**src/hw/rtl/ffsp_pkg.sv**
```systemverilog
`timescale 1ns / 1ps
`default_nettype none
// ----------------------------------------------------------------------------
// ffsp_pkg
// Shared types and constants of the first-fit shape placer.
// ----------------------------------------------------------------------------
package ffsp_pkg;

	localparam int BOARD_MAX_DEF = 64;
	localparam int SHAPE_MAX_DEF = 16;
	localparam int ROW_W         = 16;
	localparam int DIM_W         = 5;
	localparam int CFG_W         = 7;
	localparam int QUEUE_DEPTH   = 2;
	localparam logic [CFG_W-1:0] BOARD_DIM_RESET = 7'd40;

	typedef enum logic [0:0] {
		REG_BOARD_ROWS = 1'b0,
		REG_BOARD_COLS = 1'b1
	} reg_idx_t;

	typedef enum logic [2:0] {
		ST_IDLE,
		ST_TRY,
		ST_ROT,
		ST_SCAN,
		ST_PICK,
		ST_MARK_RD,
		ST_MARK_WR,
		ST_DONE
	} back_state_t;

	typedef struct packed {
		logic        placed;
		logic [1:0]  rotation;
		logic [5:0]  top_row;
		logic [5:0]  left_col;
		logic [12:0] occupied_count;
	} result_t;

endpackage
`default_nettype wire

```
**src/hw/rtl/ffsp_queue.sv**
```systemverilog
`timescale 1ns / 1ps
`default_nettype none
// ----------------------------------------------------------------------------
// ffsp_queue
// Small request queue between the loading front and the placement back.
// ----------------------------------------------------------------------------
module ffsp_queue
	import ffsp_pkg::*;
#(
	parameter int WIDTH = 32,
	parameter int DEPTH = QUEUE_DEPTH
) (
	input  wire logic             clk,
	input  wire logic             arst_n,
	input  wire logic             push,
	input  wire logic [WIDTH-1:0] push_data,
	output logic                  full,
	input  wire logic             pop,
	output logic                  not_empty,
	output logic      [WIDTH-1:0] head_data
);

	localparam int PW = (DEPTH > 1) ? $clog2(DEPTH) : 1;

	logic [WIDTH-1:0] slot_q [DEPTH];
	logic [PW-1:0]    wr_ptr_q;
	logic [PW-1:0]    rd_ptr_q;
	logic [PW:0]      count_q;

	assign full      = (count_q == (PW+1)'(DEPTH));
	assign not_empty = (count_q != '0);
	assign head_data = slot_q[rd_ptr_q];

	always_ff @(posedge clk or negedge arst_n) begin
		if (!arst_n) begin
			wr_ptr_q <= '0;
			rd_ptr_q <= '0;
			count_q  <= '0;
		end else begin
			if (push) begin
				wr_ptr_q <= (wr_ptr_q == PW'(DEPTH - 1)) ? '0 : wr_ptr_q + 1'b1;
			end
			if (pop) begin
				rd_ptr_q <= (rd_ptr_q == PW'(DEPTH - 1)) ? '0 : rd_ptr_q + 1'b1;
			end
			if (push && !pop) begin
				count_q <= count_q + 1'b1;
			end else if (pop && !push) begin
				count_q <= count_q - 1'b1;
			end
		end
	end

	always_ff @(posedge clk) begin
		if (push) begin
			slot_q[wr_ptr_q] <= push_data;
		end
	end

`ifndef SYNTHESIS
	a_no_overflow: assert property (@(posedge clk) disable iff (!arst_n)
		push |-> (!full || pop))
		else $error("request pushed into a full queue");
	a_no_underflow: assert property (@(posedge clk) disable iff (!arst_n)
		pop |-> not_empty)
		else $error("request popped from an empty queue");
	a_count_bound: assert property (@(posedge clk) disable iff (!arst_n)
		count_q <= (PW+1)'(DEPTH))
		else $error("queue count beyond depth");
`endif

endmodule
`default_nettype wire

```
**config.mk**
```make
export PLATFORM = sky130hd
export DESIGN_NAME = ffsp_queue
export DESIGN_NICKNAME = d
export VERILOG_FILES = /design/src/hw/rtl/ffsp_pkg.sv /design/src/hw/rtl/ffsp_queue.sv
export SDC_FILE = /design/constraint.sdc
export NUM_CORES = 1
export LEC_CHECK = 0
export BUFFER_PORTS_ARGS = -buffer_cell sky130_fd_sc_hd__buf_2
export CORE_ASPECT_RATIO = 0.6
export CORE_MARGIN = 2
export CORE_UTILIZATION = 52
export DETAILED_ROUTE_END_ITERATION = 10
export PLACE_DENSITY = 0.89
export SETUP_SLACK_MARGIN = 0.4
export SLEW_MARGIN = 20
export SYNTH_ARGS = -nofsm -noshare
export SYNTH_HDL_FRONTEND = slang
export SYNTH_SLANG_ARGS = --single-unit
```
**constraint.sdc**
```tcl
create_clock -name clk -period 2.8 [get_ports clk]
set_clock_uncertainty 0.2 [all_clocks]
set_input_delay 0.7 -clock clk [delete_from_list [all_inputs] [get_ports clk]]
set_output_delay 0.7 -clock clk [all_outputs]
set_load 0.05 [all_outputs]
```
==> summary.md <==
| Metric | Value |
|---|---|
| Register area share after synthesis | 0.763 |
| Dominant cell type by area after synthesis | edfxtp_1 |
| Port bufs | 69 |
| Initial antenna violation count | 0 |
| Count of cell types in the netlist | 14 |
| P_int | 0.00233 W |
| Final HPWL DP | 2610 um |
| Row cnt | 20 |
| Largest net degree at the start of global routing | 25 |
| CP peak stage delay | 0.38 ns |
| Setup TNS | 0 ns |
| RSZ-0062 raised after global routing | true |
| Final hold vios | 0 |
| Peak Freq | 0.419 GHz |
| Drt wl/cell | 14.8 um |
| Vias in the first global route | 1,356 |
| Drt total wl | 3970 um |
| Setup ws final | 0.416 ns |
| Clock-pin slew on the worst setup and hold paths | 0.06 ns |
| Syn_area_per_cell | 22.9 um^2 |
| Critical path data arrival time | 1.48 ns |
| CTS tree | done |
| Crit path cell chain | buf_12 > mux2_2 > buf_2 |
| CTS max path bufs | 2 |
| Worst slack at placement | 0.600 ns |
| Commonest non-fill, non-tap cell in the layout | buf_2 |
| Final net count | 234 |
| Top-area cell type share of the netlist area | 0.725 |
| DRC violations left | 0 |
| Global-route wire length before repair | 6090 um |
| Cells after synthesis | 116 |
| Max-slew violations | 0 |
| Number of synthesized register bits | 68 |
| Delay-heaviest family, CP | buffers and inverters |
| Share of post-route cells with drive strength above 1 | 0.599 |
| Post-DP Area | 3070 um^2 |
| CP Class | reg2out |
| Crit path buffers/inverters | 2 |
| Syn-to-layout area delta | 23.6% |
| Final Cell Area | 3280 um^2 |
| Psw | 0.00154 W |
| Area of the multi-input gates | 562 um^2 |
| Slew @ Worst Pin | 0.517 ns |
| CTS Root Cell | clkbuf_8 |
| Sink Count | 68 |
| Inserted Diodes | 0 |
| CP startpoint kind | register |
| Worst Hold Class | reg2reg |
| Core area | 4980 um^2 |
| Flop pwr share | 0.369 |
| Total GRT Usage | 0.157 |
| TritonCTS buffer count | 9 |
| Htree depth | 3 |
| TritonRoute pass-1 iters | 4 |
| Die area | 5700 um^2 |
| Net Count, Synth | 153 |
| Area contributors post-synth | edfxtp_1 (72%), mux2_4 (16%), dfrtp_1 (3.8%) |
| Post-CTS Setup Repair Bufs | 0 |
| Worst IR Drop VDD | 0.743 mV |
| Final Critical Period | 2.38 ns |
| Vias per cell | 4.71 |
| Register area | 2020 um^2 |
| Routed vias | 1,262 |
| Netlist Area Pre-Place | 2650 um^2 |
| Worst-Skew Late Latency | 0.33 ns |
| # fillers | 356 |
| Io pins | 70 |
| Sw frac | 0.398 |
| Status | completed |
| Peak fanout along the critical path | 23 |
| Setup crit end kind | output port |
| Required @ worst endpoint | 1.90 ns |
| Die height | 59.3 um |
| Logic gate share of total power | 0.441 |
| Leak | 1.34 nW |
| Fin crit share | 0.851 |
| Die W | 96.2 um |
| Max_slew headroom | 0.656 |
| DRT iter0 DRCs | 23 |
| Finish-stage setup viols | 0 |
| Pwr Density | 1180 nW/um^2 |
| Clock share of power | 0.190 |
| Initial Utilization | 0.532 |
| Final GP Congestion | 0.649 |
| Slowest cell on crit path | dfrtp_2 |
| Reg2Reg Setup Slack | 1.14 ns |
| Max Cap Violations | 0 |
| GRT Residual Overflow | 0 |
| Most frequent cells in the layout | buf_2 (69), edfxtp_1 (64), mux2_4 (29) |
| Total of warnings raised by yosys | 0 |
| DRT antenna net count | 0 |
==> cells in the mapped netlist, drive strengths merged <==
cell	n
nor2b	2
xor2	4
inv	1
dfrtp	4
buf	4
or2	1
mux2	32
xnor2	1
nor2	1
edfxtp	64
ha	1
and2	1
==> metrics by stage <==
stage                     total power (W)  instances  hold WS (ns)  utilization
final                             0.00388        268         0.294        0.658
after global routing              0.00405        268         0.309        0.658
after CTS                         0.00393        268         0.293        0.658
after detailed placement          0.00315        251         0.276        0.617
after global placement            0.00313        251         0.266        0.617
after floorplan                   0.00290        116         0.204            -
==> logic make-up (layout without fill, tap and decap cells) <==
logic type,count (synthesis),count (layout),share of synthesized area
XOR/XNOR,5,5,0.0165
buffers and inverters,5,91,0.0283
AND/OR/NAND/NOR,5,5,0.0109
flip-flops,68,68,0.763
multiplexers,32,32,0.177
adder cells (fa/ha/maj),1,1,0.00472
==> flip-flops by register name, indices dropped and copies added, names as in the netlist <==
register  cells
slot_q       64
count_q       2
rd_ptr_q      1
wr_ptr_q      1
==> final timing paths <==
check / start / endpoint / depth (start not counted)
max in group asynchronous: arst_n / rd_ptr_q$_DFFE_PN0P_ / 2
max: rd_ptr_q$_DFFE_PN0P_ / head_data[11] / 3
min in group asynchronous: arst_n / wr_ptr_q$_DFFE_PN0P_ / 2
min: count_q[1]$_DFFE_PN0P_ / count_q[1]$_DFFE_PN0P_ / 1
min reg2reg: count_q[1]$_DFFE_PN0P_ / count_q[1]$_DFFE_PN0P_ / 1
max reg2reg: wr_ptr_q$_DFFE_PN0P_ / slot_q[1][19]$_DFFE_PP_ / 2
==> power groups by stage <==
stage | Clock (W) | Sequential (W) | Combinational (W)
global route | 0.000809 | 0.00145 | 0.00180
CTS | 0.000764 | 0.00143 | 0.00173
global placement | 0 | 0.00143 | 0.00170
floorplan | 0 | 0.00143 | 0.00147
finish | 0.000736 | 0.00143 | 0.00171
detailed placement | 0 | 0.00145 | 0.00170
==> per-layer routing <==
metal	track usage	vias to the layer above	wire length [um]	share of wire
met1	0.170	601	1600	0.40
met2	0.259	50	1960	0.49
met3	0.106	3	375	0.095
li1	-	608	-	-
met5	0	-	0	0
met4	0.0367	0	30	0.0076
==> cell type report <==
class | instances | share of cell area
inverter | 1 | 0.00115
multi-input combinational | 43 | 0.171
sequential | 68 | 0.617
clock buffer | 10 | 0.0389
timing repair buffer | 74 | 0.129
clock inverter | 6 | 0.0168
tap | 66 | 0.0252
==> repair_timing <==
item	in CTS	in global routing
setup endpoints to repair	22	32
gates resized for setup	3	0
endpoints found under the hold margin	4	0
hold buffers	1	0
pin swaps	0	0
Power figures use the tool's default switching activity.
